**config.mk**
```make
export PLATFORM = sky130hd
export DESIGN_NAME = gait_swing_phase_detector_core
export DESIGN_NICKNAME = d
export VERILOG_FILES = /design/src/hdl/gspd_pkg.sv /design/src/hdl/gait_swing_phase_detector_core.sv /design/src/hdl/gspd_front.sv /design/src/hdl/gspd_queue.sv /design/src/hdl/gspd_back.sv
export VERILOG_INCLUDE_DIRS = /design/src /design/src/hdl
export SDC_FILE = /design/constraint.sdc
export NUM_CORES = 2
export LEC_CHECK = 0
export ABC_AREA = 1
export BUFFER_PORTS_ARGS = -buffer_cell sky130_fd_sc_hd__buf_2
export CORE_UTILIZATION = 35
export DETAILED_ROUTE_END_ITERATION = 10
export HOLD_SLACK_MARGIN = 0.1
export PLACE_DENSITY_LB_ADDON = 0.05
export SYNTH_ARGS = -nofsm -noshare
export SYNTH_HDL_FRONTEND = slang
export SYNTH_HIERARCHICAL = 1
export SYNTH_SLANG_ARGS = --single-unit
export TNS_END_PERCENT = 1
```
**constraint.sdc**
```tcl
create_clock -name clk_i -period 9.4 [get_ports clk_i]
set_input_delay 0.47 -clock clk_i [delete_from_list [all_inputs] [get_ports clk_i]]
set_output_delay 0.47 -clock clk_i [all_outputs]
set_load 0.005 [all_outputs]
```
**src/hdl/gait_swing_phase_detector_core_assert.svh**
```systemverilog
// assertion macros shared by the gait swing phase detector modules
// no dependencies; included by the modules that carry checks
`ifndef GAIT_SWING_PHASE_DETECTOR_CORE_ASSERT_SVH
`define GAIT_SWING_PHASE_DETECTOR_CORE_ASSERT_SVH

`ifndef ASSERT_OFF
`define GSPD_ASSERT(lbl, clk, rstn, prop, msg) \
  lbl: assert property (@(posedge clk) disable iff (!rstn) (prop)) else $error(msg);
`define GSPD_ASSERT_NEVER(lbl, clk, rstn, cond, msg) \
  lbl: assert property (@(posedge clk) disable iff (!rstn) !(cond)) else $error(msg);
`else
`define GSPD_ASSERT(lbl, clk, rstn, prop, msg)
`define GSPD_ASSERT_NEVER(lbl, clk, rstn, cond, msg)
`endif

`endif

```
**src/hdl/gspd_pkg.sv**
```systemverilog
// shared types and constants of the gait swing phase detector
// no dependencies; used by every module of the block
`timescale 1ns / 1ps

package gspd_pkg;

  localparam int unsigned TimeBits     = 32;
  localparam int unsigned CfgBits      = 16;
  localparam int unsigned PermilleBits = 10;
  localparam int unsigned ScaleBits    = TimeBits + PermilleBits;
  localparam int unsigned NumLanes     = 4;
  localparam int unsigned QueueDepth   = 2;
  localparam int unsigned QueuePtrBits = $clog2(QueueDepth);
  localparam int unsigned QueueCntBits = $clog2(QueueDepth + 1);
  localparam int unsigned InDataBits   = 40;
  localparam int unsigned OutDataBits  = 88;
  localparam int unsigned ApbAddrBits  = 3;
  localparam int unsigned ApbDataBits  = 32;
  localparam int unsigned IterBits     = $clog2(PermilleBits);

  localparam logic [PermilleBits-1:0] PermilleMax = PermilleBits'(1000);
  localparam logic [IterBits-1:0]     IterLast    = IterBits'(PermilleBits - 1);

  localparam logic [CfgBits-1:0] DebounceReset = CfgBits'(50);
  localparam logic [CfgBits-1:0] MinSwingReset = CfgBits'(200);

  // register index, taken from paddr word bit
  localparam logic RegDebounce = 1'b0;
  localparam logic RegMinSwing = 1'b1;

  // contact lanes
  localparam int unsigned LaneExoHeel    = 0;
  localparam int unsigned LaneExoToe     = 1;
  localparam int unsigned LaneContraHeel = 2;
  localparam int unsigned LaneContraToe  = 3;

  // work handed from the front to the back
  typedef struct packed {
    logic                started;
    logic                ended;
    logic                swinging;
    logic                div_en;
    logic [TimeBits-1:0] num;
    logic [TimeBits-1:0] den;
    logic [TimeBits-1:0] swing_len;
    logic [TimeBits-1:0] stance_len;
  } job_t;

endpackage

```
**src/hdl/gait_swing_phase_detector_core.sv**
```systemverilog
// top level of the gait swing phase detector: config registers, front, queue, back
// depends on gspd_pkg, gspd_front, gspd_queue, gspd_back
//
//  port group    dir   payload
//  s_axis_*      in    now_ms, exo_heel, exo_toe, contra_heel, contra_toe
//  m_axis_*      out   start/end pulses, swinging, progress, last lengths; one transfer per input
//  apb           cfg   debounce_ms at 0x0, minimum swing length at 0x4
//
// the front takes a sample in the cycle it arrives while the two-entry queue has room
// the back takes a sample with no division straight to its result register and runs the ten
// restoring divider steps for one with a division; it pops no new sample until the last is out
// a stalled output register holds the back; the queue absorbs up to two samples
// reset clears debouncers, swing state and registers to their defaults
`timescale 1ns / 1ps

module gait_swing_phase_detector_core (
  input  logic                                 clk_i,
  input  logic                                 rst_ni,
  // [31:0] now_ms, [32] exo_heel, [33] exo_toe, [34] contra_heel,
  // [35] contra_toe, [39:36] zero
  input  logic [gspd_pkg::InDataBits-1:0]      s_axis_tdata,
  input  logic                                 s_axis_tvalid,
  output logic                                 s_axis_tready,
  // [0] swing start pulse, [1] swing end pulse, [2] swinging, [12:3] swing_progress,
  // [22:13] stance_progress, [54:23] last_swing_len, [86:55] last_stance_len,
  // [87] zero
  output logic [gspd_pkg::OutDataBits-1:0]     m_axis_tdata,
  output logic                                 m_axis_tvalid,
  input  logic                                 m_axis_tready,
  input  logic                                 psel,
  input  logic                                 penable,
  input  logic                                 pwrite,
  input  logic [gspd_pkg::ApbAddrBits-1:0]     paddr,
  input  logic [gspd_pkg::ApbDataBits-1:0]     pwdata,
  output logic [gspd_pkg::ApbDataBits-1:0]     prdata,
  output logic                                 pready
);

  localparam int unsigned CB = gspd_pkg::CfgBits;

  logic [CB-1:0]   debounce_q, debounce_d;
  logic [CB-1:0]   min_swing_q, min_swing_d;
  logic            wr_en;
  logic            push, q_full, pop, q_valid;
  gspd_pkg::job_t  push_job, pop_job;

  assign pready = 1'b1;
  assign wr_en  = psel & penable & pwrite & pready;

  always_comb begin
    debounce_d  = debounce_q;
    min_swing_d = min_swing_q;
    if (wr_en) begin
      case (paddr[2])
        gspd_pkg::RegDebounce: debounce_d  = pwdata[CB-1:0];
        gspd_pkg::RegMinSwing: min_swing_d = pwdata[CB-1:0];
        default: begin
          debounce_d = debounce_q;
        end
      endcase
    end
  end

  always_comb begin
    case (paddr[2])
      gspd_pkg::RegDebounce: prdata = {{(gspd_pkg::ApbDataBits - CB){1'b0}}, debounce_q};
      gspd_pkg::RegMinSwing: prdata = {{(gspd_pkg::ApbDataBits - CB){1'b0}}, min_swing_q};
      default:               prdata = '0;
    endcase
  end

  always_ff @(posedge clk_i or negedge rst_ni) begin
    if (!rst_ni) begin
      debounce_q  <= gspd_pkg::DebounceReset;
      min_swing_q <= gspd_pkg::MinSwingReset;
    end else begin
      debounce_q  <= debounce_d;
      min_swing_q <= min_swing_d;
    end
  end

  gspd_front u_front (
    .clk_i          (clk_i),
    .rst_ni         (rst_ni),
    .in_valid_i     (s_axis_tvalid),
    .in_ready_o     (s_axis_tready),
    .now_i          (s_axis_tdata[gspd_pkg::TimeBits-1:0]),
    .raw_i          (s_axis_tdata[gspd_pkg::TimeBits +: gspd_pkg::NumLanes]),
    .debounce_ms_i  (debounce_q),
    .min_swing_i    (min_swing_q),
    .q_full_i       (q_full),
    .push_o         (push),
    .job_o          (push_job)
  );

  gspd_queue u_queue (
    .clk_i      (clk_i),
    .rst_ni     (rst_ni),
    .push_i     (push),
    .push_job_i (push_job),
    .full_o     (q_full),
    .pop_i      (pop),
    .valid_o    (q_valid),
    .pop_job_o  (pop_job)
  );

  gspd_back u_back (
    .clk_i       (clk_i),
    .rst_ni      (rst_ni),
    .q_valid_i   (q_valid),
    .q_job_i     (pop_job),
    .pop_o       (pop),
    .out_valid_o (m_axis_tvalid),
    .out_ready_i (m_axis_tready),
    .out_data_o  (m_axis_tdata)
  );

endmodule

```
**src/hdl/gspd_front.sv**
```systemverilog
// front end: contact debouncers and swing/stance state, one job per sample
// depends on gspd_pkg and the assertion header
`timescale 1ns / 1ps
`include "gait_swing_phase_detector_core_assert.svh"

module gspd_front (
  input  logic                            clk_i,
  input  logic                            rst_ni,
  input  logic                            in_valid_i,
  output logic                            in_ready_o,
  input  logic [gspd_pkg::TimeBits-1:0]   now_i,
  input  logic [gspd_pkg::NumLanes-1:0]   raw_i,
  input  logic [gspd_pkg::CfgBits-1:0]    debounce_ms_i,
  input  logic [gspd_pkg::CfgBits-1:0]    min_swing_i,
  input  logic                            q_full_i,
  output logic                            push_o,
  output gspd_pkg::job_t                  job_o
);

  localparam int unsigned TB = gspd_pkg::TimeBits;
  localparam int unsigned NL = gspd_pkg::NumLanes;

  logic [NL-1:0]  started_q, started_d;
  logic [NL-1:0]  level_q, level_d;
  logic [NL-1:0]  pending_q, pending_d;
  logic [TB-1:0]  chg_q [NL];
  logic [TB-1:0]  chg_d [NL];
  logic [NL-1:0]  rise, fall;

  logic           in_swing_q, in_swing_d;
  logic [TB-1:0]  start_t_q, start_t_d;
  logic [TB-1:0]  prev_t_q, prev_t_d;
  logic [TB-1:0]  end_t_q, end_t_d;
  logic [TB-1:0]  swing_len_q, swing_len_d;
  logic [TB-1:0]  stance_len_q, stance_len_d;
  logic           start_v_q, start_v_d;
  logic           prev_v_q, prev_v_d;
  logic           end_v_q, end_v_d;

  logic           accept;
  logic [TB-1:0]  deb_ext, min_ext;
  logic [TB-1:0]  from_start, from_end, stance_old, stance_new;
  logic           start_req, end_req, gap_ok, started, ended, in1, pv1;
  logic [TB-1:0]  len;

  assign accept     = in_valid_i & ~q_full_i;
  assign in_ready_o = ~q_full_i;
  assign push_o     = accept;
  assign deb_ext    = {{(TB - gspd_pkg::CfgBits){1'b0}}, debounce_ms_i};
  assign min_ext    = {{(TB - gspd_pkg::CfgBits){1'b0}}, min_swing_i};

  // per-lane hold-time debounce
  always_comb begin
    logic [TB-1:0] ct;
    for (int k = 0; k < NL; k++) begin
      started_d[k] = started_q[k];
      level_d[k]   = level_q[k];
      pending_d[k] = pending_q[k];
      chg_d[k]     = chg_q[k];
      rise[k]      = 1'b0;
      fall[k]      = 1'b0;
      ct           = pending_q[k] ? chg_q[k] : now_i;
      if (!started_q[k]) begin
        started_d[k] = 1'b1;
        level_d[k]   = raw_i[k];
        pending_d[k] = 1'b0;
        chg_d[k]     = '0;
      end else if (raw_i[k] != level_q[k]) begin
        if ((now_i - ct) >= deb_ext) begin
          level_d[k]   = raw_i[k];
          pending_d[k] = 1'b0;
          chg_d[k]     = '0;
          rise[k]      = raw_i[k];
          fall[k]      = ~raw_i[k];
        end else begin
          pending_d[k] = 1'b1;
          chg_d[k]     = ct;
        end
      end else begin
        pending_d[k] = 1'b0;
        chg_d[k]     = '0;
      end
    end
  end

  // all time differences are taken from now_i and registered values only
  assign from_start = now_i - start_t_q;
  assign from_end   = now_i - end_t_q;
  assign stance_old = start_t_q - prev_t_q;
  assign stance_new = now_i - start_t_q;

  always_comb begin
    start_req = rise[gspd_pkg::LaneContraHeel] | fall[gspd_pkg::LaneExoToe];
    end_req   = fall[gspd_pkg::LaneContraToe] | rise[gspd_pkg::LaneExoHeel];
    gap_ok    = ~end_v_q | (from_end >= min_ext);
    started   = start_req & gap_ok & ~in_swing_q;
    in1       = in_swing_q | started;
    pv1       = started ? start_v_q : prev_v_q;
    len       = started ? '0 : from_start;
    ended     = end_req & in1 & (len >= min_ext);

    in_swing_d   = in1 & ~ended;
    start_t_d    = started ? now_i : start_t_q;
    prev_t_d     = started ? start_t_q : prev_t_q;
    start_v_d    = start_v_q | started;
    prev_v_d     = pv1;
    end_t_d      = ended ? now_i : end_t_q;
    end_v_d      = end_v_q | ended;
    swing_len_d  = ended ? len : swing_len_q;
    stance_len_d = stance_len_q;
    if (ended && pv1) begin
      stance_len_d = started ? stance_new : stance_old;
    end

    job_o.started    = started;
    job_o.ended      = ended;
    job_o.swinging   = in_swing_d;
    job_o.swing_len  = swing_len_d;
    job_o.stance_len = stance_len_d;
    if (in_swing_d) begin
      job_o.div_en = (swing_len_d != '0);
      job_o.num    = len;
      job_o.den    = swing_len_d;
    end else begin
      job_o.div_en = end_v_d & (stance_len_d != '0);
      job_o.num    = ended ? '0 : from_end;
      job_o.den    = stance_len_d;
    end
  end

  always_ff @(posedge clk_i or negedge rst_ni) begin
    if (!rst_ni) begin
      started_q    <= '0;
      level_q      <= '0;
      pending_q    <= '0;
      for (int k = 0; k < NL; k++) begin
        chg_q[k] <= '0;
      end
      in_swing_q   <= 1'b0;
      start_t_q    <= '0;
      prev_t_q     <= '0;
      end_t_q      <= '0;
      swing_len_q  <= '0;
      stance_len_q <= '0;
      start_v_q    <= 1'b0;
      prev_v_q     <= 1'b0;
      end_v_q      <= 1'b0;
    end else if (accept) begin
      started_q    <= started_d;
      level_q      <= level_d;
      pending_q    <= pending_d;
      for (int k = 0; k < NL; k++) begin
        chg_q[k] <= chg_d[k];
      end
      in_swing_q   <= in_swing_d;
      start_t_q    <= start_t_d;
      prev_t_q     <= prev_t_d;
      end_t_q      <= end_t_d;
      swing_len_q  <= swing_len_d;
      stance_len_q <= stance_len_d;
      start_v_q    <= start_v_d;
      prev_v_q     <= prev_v_d;
      end_v_q      <= end_v_d;
    end
  end

  `GSPD_ASSERT(a_both_needs_zero_min, clk_i, rst_ni, (push_o && job_o.started && job_o.ended) |-> (min_swing_i == '0), "start and end together with nonzero minimum")
  `GSPD_ASSERT(a_end_leaves_stance, clk_i, rst_ni, (push_o && job_o.ended) |-> !job_o.swinging, "swing end still reports swinging")
  `GSPD_ASSERT(a_swing_has_start, clk_i, rst_ni, in_swing_q |-> start_v_q, "in swing without a recorded start")

endmodule

```
**src/hdl/gspd_queue.sv**
```systemverilog
// short job queue between the front and the back end
// depends on gspd_pkg
`timescale 1ns / 1ps

module gspd_queue (
  input  logic            clk_i,
  input  logic            rst_ni,
  input  logic            push_i,
  input  gspd_pkg::job_t  push_job_i,
  output logic            full_o,
  input  logic            pop_i,
  output logic            valid_o,
  output gspd_pkg::job_t  pop_job_o
);

  localparam int unsigned PB = gspd_pkg::QueuePtrBits;
  localparam int unsigned CB = gspd_pkg::QueueCntBits;

  gspd_pkg::job_t  slot_q [gspd_pkg::QueueDepth];
  logic [PB-1:0]   wr_q, wr_d, rd_q, rd_d;
  logic [CB-1:0]   cnt_q, cnt_d;
  logic            do_push, do_pop;

  assign full_o    = (cnt_q == CB'(gspd_pkg::QueueDepth));
  assign valid_o   = (cnt_q != '0);
  assign pop_job_o = slot_q[rd_q];
  assign do_push   = push_i & ~full_o;
  assign do_pop    = pop_i & valid_o;

  always_comb begin
    wr_d  = wr_q;
    rd_d  = rd_q;
    cnt_d = cnt_q;
    if (do_push) begin
      wr_d = (wr_q == PB'(gspd_pkg::QueueDepth - 1)) ? '0 : wr_q + 1'b1;
    end
    if (do_pop) begin
      rd_d = (rd_q == PB'(gspd_pkg::QueueDepth - 1)) ? '0 : rd_q + 1'b1;
    end
    if (do_push && !do_pop) begin
      cnt_d = cnt_q + 1'b1;
    end else if (do_pop && !do_push) begin
      cnt_d = cnt_q - 1'b1;
    end
  end

  always_ff @(posedge clk_i or negedge rst_ni) begin
    if (!rst_ni) begin
      wr_q  <= '0;
      rd_q  <= '0;
      cnt_q <= '0;
    end else begin
      wr_q  <= wr_d;
      rd_q  <= rd_d;
      cnt_q <= cnt_d;
    end
  end

  always_ff @(posedge clk_i) begin
    if (do_push) begin
      slot_q[wr_q] <= push_job_i;
    end
  end

endmodule

```
**src/hdl/gspd_back.sv**
```systemverilog
// back end: restoring divider for the progress value and the result register
// depends on gspd_pkg and the assertion header
`timescale 1ns / 1ps
`include "gait_swing_phase_detector_core_assert.svh"

module gspd_back (
  input  logic                                 clk_i,
  input  logic                                 rst_ni,
  input  logic                                 q_valid_i,
  input  gspd_pkg::job_t                       q_job_i,
  output logic                                 pop_o,
  output logic                                 out_valid_o,
  input  logic                                 out_ready_i,
  output logic [gspd_pkg::OutDataBits-1:0]     out_data_o
);

  localparam int unsigned TB = gspd_pkg::TimeBits;
  localparam int unsigned SB = gspd_pkg::ScaleBits;
  localparam int unsigned PB = gspd_pkg::PermilleBits;
  localparam int unsigned IB = gspd_pkg::IterBits;

  typedef enum logic [2:0] {
    BK_IDLE = 3'b001,
    BK_DIV  = 3'b010,
    BK_DONE = 3'b100
  } bk_state_e;

  bk_state_e       state_q, state_d;
  gspd_pkg::job_t  job_q, job_d;
  logic [SB-1:0]   rem_q, rem_d;
  logic [TB-1:0]   den_q, den_d;
  logic [PB-1:0]   quo_q, quo_d;
  logic [IB-1:0]   bit_q, bit_d;
  logic            ovld_q, ovld_d;
  logic [gspd_pkg::OutDataBits-1:0] odata_q, odata_d;

  logic [SB-1:0]   num_ext, scaled, trial;
  logic            load_out;
  logic [PB-1:0]   sp, st;

  // 1000 * num as 1024 - 16 - 8
  assign num_ext = {{(SB - TB){1'b0}}, q_job_i.num};
  assign scaled  = (num_ext << 10) - (num_ext << 4) - (num_ext << 3);
  assign trial   = {{(SB - TB){1'b0}}, den_q} << bit_q;

  assign load_out = (state_q == BK_DONE) & (~ovld_q | out_ready_i);
  assign pop_o    = (state_q == BK_IDLE) & q_valid_i;

  always_comb begin
    sp = job_q.swinging ? quo_q : '0;
    st = job_q.swinging ? '0 : quo_q;
  end

  always_comb begin
    state_d = state_q;
    job_d   = job_q;
    rem_d   = rem_q;
    den_d   = den_q;
    quo_d   = quo_q;
    bit_d   = bit_q;
    case (state_q)
      BK_IDLE: begin
        if (q_valid_i) begin
          job_d = q_job_i;
          rem_d = scaled;
          den_d = q_job_i.den;
          bit_d = gspd_pkg::IterLast;
          quo_d = '0;
          if (!q_job_i.div_en) begin
            state_d = BK_DONE;
          end else if (q_job_i.num >= q_job_i.den) begin
            quo_d   = gspd_pkg::PermilleMax;
            state_d = BK_DONE;
          end else begin
            state_d = BK_DIV;
          end
        end
      end
      BK_DIV: begin
        if (rem_q >= trial) begin
          rem_d        = rem_q - trial;
          quo_d[bit_q] = 1'b1;
        end
        if (bit_q == '0) begin
          state_d = BK_DONE;
        end else begin
          bit_d = bit_q - 1'b1;
        end
      end
      BK_DONE: begin
        if (load_out) begin
          state_d = BK_IDLE;
        end
      end
      default: begin
        state_d = BK_IDLE;
      end
    endcase
  end

  always_comb begin
    ovld_d  = ovld_q;
    odata_d = odata_q;
    if (load_out) begin
      ovld_d  = 1'b1;
      odata_d = {1'b0, job_q.stance_len, job_q.swing_len, st, sp,
                 job_q.swinging, job_q.ended, job_q.started};
    end else if (out_ready_i) begin
      ovld_d = 1'b0;
    end
  end

  assign out_valid_o = ovld_q;
  assign out_data_o  = odata_q;

  always_ff @(posedge clk_i or negedge rst_ni) begin
    if (!rst_ni) begin
      state_q <= BK_IDLE;
      ovld_q  <= 1'b0;
    end else begin
      state_q <= state_d;
      ovld_q  <= ovld_d;
    end
  end

  always_ff @(posedge clk_i) begin
    job_q   <= job_d;
    rem_q   <= rem_d;
    den_q   <= den_d;
    quo_q   <= quo_d;
    bit_q   <= bit_d;
    odata_q <= odata_d;
  end

  `GSPD_ASSERT(a_state_onehot, clk_i, rst_ni, $onehot(state_q), "back state not one-hot")
  `GSPD_ASSERT(a_quo_in_range, clk_i, rst_ni, (state_q == BK_DONE) |-> (quo_q <= gspd_pkg::PermilleMax), "progress above 1000")
  `GSPD_ASSERT(a_load_after_div, clk_i, rst_ni, (state_q == BK_DIV && bit_q == '0) |=> (state_q == BK_DONE), "divider did not finish")

endmodule

```
==> impl_metrics.ini <==
[synth]
ys_dominant_reg_cell = edfxtp_1
post-synth-top-area-cell = edfxtp_1
top_cell_type_s_share_of_synthesized_area_pct = 24.88
yosysSeqAreaShare_pct = 38.86
synth_cell_types = 65
synth.avg_cell_area_sq_um = 7.298
number_of_flops_mapped_to_enable_cells_by_yosys = 506
synth_seq_cells = 847
netlist_instances = 8370
ys_top_cells_by_area = edfxtp_1, nand2_1, dfrtp_1
yosysWarningCount = 6
mappedNetlistArea_sq_mm = 0.06108
synth_async_sr_flop_share_pct = 40.26

[drt]
post_drt_via_cell_ratio = 4.898
route.vias.total = 53440
detailedRoute.firstPassIterationCount = 6
drc = 0
wl_per_cell_um = 20.38
routed_wire_length_um = 222400
ant_nets = 0
drt_iter0_markers = 3792

[global_routing]
global_route.overflow_total = 0
first_global_vias = 50800
grt_use_total_pct = 25.09
grt_pass1_wl_um = 328700
largest_net_degree_at_the_start_of_global_routing = 133
antenna_violations_before_repair = 5

[finish]
area.growth.synth_to_final_pct = 10.98
mostFrequentLayoutCell = nand2_1
design.final.nets = 9067
final.fill_count = 18390
layout_common_cells = nand2_1, inv_1, o21ai_0
post_route_cell_area_sq_mm = 0.06779
drive_gt1_share_pct = 6.036

[placed_design]
dp_hpwl_um = 175600
global_placement_routability_congestion = 0.9325
detailed_place.area_sq_mm = 0.06425
portBuffers = 164

[sta]
skew_ns = 0.09225
rsz0062_at_grt = false
maxSlewHeadroom_pct = 25.08
post-route-period-util_pct = 84.30
setup_violations = 0
max_slew.worst_pin.slew_ns = 1.124
drv_slew = 0
period_needed_ns = 7.924
hold_viol_final = 0
final.setup.tns_ns = 0
timing.fmax_mhz = 126.2

[clocking]
postCtsSetupBuffers = 0
clkSlewWorstSetupHoldPaths_ns = 0.06
cts_buffers = 102
cts-htree-levels = 3
clkSinkCount = 847
ctsLongestPathBuffers = 3
clkLatencyLatePin_ns = 0.76
cts_tree = done
ctsRootBufferMaster = clkbuf_16

[setup_path]
critical_path.most_common_cell = nand2_1
crit_path_largest_cell_delay_ns = 0.61
sort_of_element_at_the_start_of_the_critical_path = register
worst_setup_path_end_kind = register
worst_ep_arrival_time_ns = 8.42
critPathRequiredTime_ns = 9.89
worstPathMaxFanout = 64
reg2regPathDepth = 44
crit_slowest_cell = dfrtp_2
worstSetupPathType = register to register

[die]
coreArea_sq_mm = 0.1725
pin_count = 205
fp.dieH_um = 419.8
die_outline_area_sq_mm = 0.1762
floorplan.initialDensity_pct = 35.41
die_x_um = 419.8
row_count = 152

[pwr]
power.density_cell_area_mw_per_mm2 = 422.5
ir_drop_uv = 252.1
total_leakage_power_nw = 33.32

[hold_path]
worstHoldPathType = input port to register
hold-path-cell-count = 3

[status]
run_status = finished, final reports clean

[run]
maxCapViolations = 0
## per-layer routing
metal,vias to the layer above,GRT usage (%),routed length (um)
met2,1022,42.23,105000
met5,-,0,0
met4,0,7.138,5987
met3,195,2.210,7673
li1,27210,-,-
met1,25010,34.17,103800
## Yosys cell counts, types with 5 or more instances
library cell / number
edfxtp_1: 506
a21boi_0: 13
buf_4: 39
dfstp_2: 7
buf_2: 52
a31o_2: 5
o21ai_1: 58
nand4_1: 100
nor4_1: 8
nand2_2: 31
a211oi_1: 13
or2_2: 11
fa_1: 33
o221ai_1: 5
xor2_1: 118
o21bai_1: 26
a22oi_1: 6
dfrtp_1: 334
nand3_1: 310
ha_1: 441
inv_1: 1350
o21a_1: 18
nand2_1: 2869
nand3b_1: 28
nor2_2: 18
nor3_1: 53
o22ai_1: 138
mux2i_1: 25
a31oi_1: 19
xnor2_1: 35
o211ai_1: 12
a21oi_1: 365
nand3_2: 14
buf_6: 18
o21ai_0: 585
nor2_1: 493
a21o_1: 20
and2_1: 9
clkbuf_1: 119
inv_2: 17
## flip-flops by register name, summed over array words and instances, names as in the netlist, 10 cells and up
signal	flops
u_queue/slot_q	264
u_front/chg_q	128
u_back/out_data_o	87
u_back/job_q	67
u_back/rem_q	42
u_back/den_q	32
u_front/end_t_q	32
u_front/prev_t_q	32
u_front/stance_len_q	32
u_front/start_t_q	32
u_front/swing_len_q	32
debounce_q	16
min_swing_q	16
u_back/quo_q	10
## final cells by class
class                   count  area [sq um]  area share, %
flip-flops and latches    847         23750          35.03
multi-input cells        5936         31100          45.88
inverters                1372          5162          7.615
clock buffers             158          2943          4.341
diodes                      2         5.005       0.007383
repair buffers            252          1574          2.322
clock inverters            33         366.6         0.5408
well taps                2310          2890          4.263
## metrics by stage
stage | instances | hold slack [ns] | worst slack [ns] | power (mW) | util (%)
final | 10910 | 0.2000 | 1.476 | 28.64 | 39.30
after global routing | 10910 | 0.1937 | 0.6737 | 31.31 | 39.30
after CTS | 10910 | 0.1507 | 1.456 | 28.86 | 39.30
after detailed placement | 10690 | 0.4045 | 1.310 | 24.83 | 37.25
after global placement | 10690 | 0.4036 | 1.351 | 24.74 | 37.25
after floorplan | 8385 | 0.1744 | 1.845 | 18.72 | -
## timing repair
action	in CTS	in global routing
endpoints found under the hold margin	118	0
hold buffers	23	0
gates resized for setup	0	0
endpoints found under the setup margin	0	0
## where the power goes
group	internal [mW]	switching [mW]
registers	6.05	0.591
logic	5.34	12.8
clock network	2.20	1.69
total	13.6	15.1
## worst paths after layout
check | from | endpoint | slack, ns
worst max-delay path | u_front/pending_q[2] | u_queue/slot_q[1][128] | 1.48
worst min-delay path | s_axis_tdata[0] | u_front/chg_q[0] | 0.20
worst max register to register | u_front/pending_q[2] | u_queue/slot_q[1][128] | 1.48
worst min register to register | u_back/job_q[17] | u_back/out_data_o[72] | 0.41
max in group asynchronous | rst_ni | u_queue/rd_q | 7.02
min in group asynchronous | rst_ni | u_front/chg_q[59] | 0.32
## cells by family after synthesis
| family | share of synthesized area, % |
|---|---|
| adders and majority gates | 10.11 |
| DFF | 38.86 |
| muxes | 0.4281 |
| buffers and inverters | 10.42 |
| xor gates and xnor gates | 2.194 |
| AOI/OAI and AO/OA | 11.61 |
| and+or+nand+nor | 26.36 |
| other | 0.01843 |
## critical path, delay by kind of cell, from the launching register on
family                   cells  cell delay [ns]
AND/OR/NAND/NOR             29             3.20
buffers and inverters        6             1.92
adder cells (fa/ha/maj)      3             0.90
AO/OA/AOI/OAI                5             0.84
flip-flops                   1             0.61
XOR/XNOR                     1             0.17
Note: power is estimated with default switching activity, not from simulation.
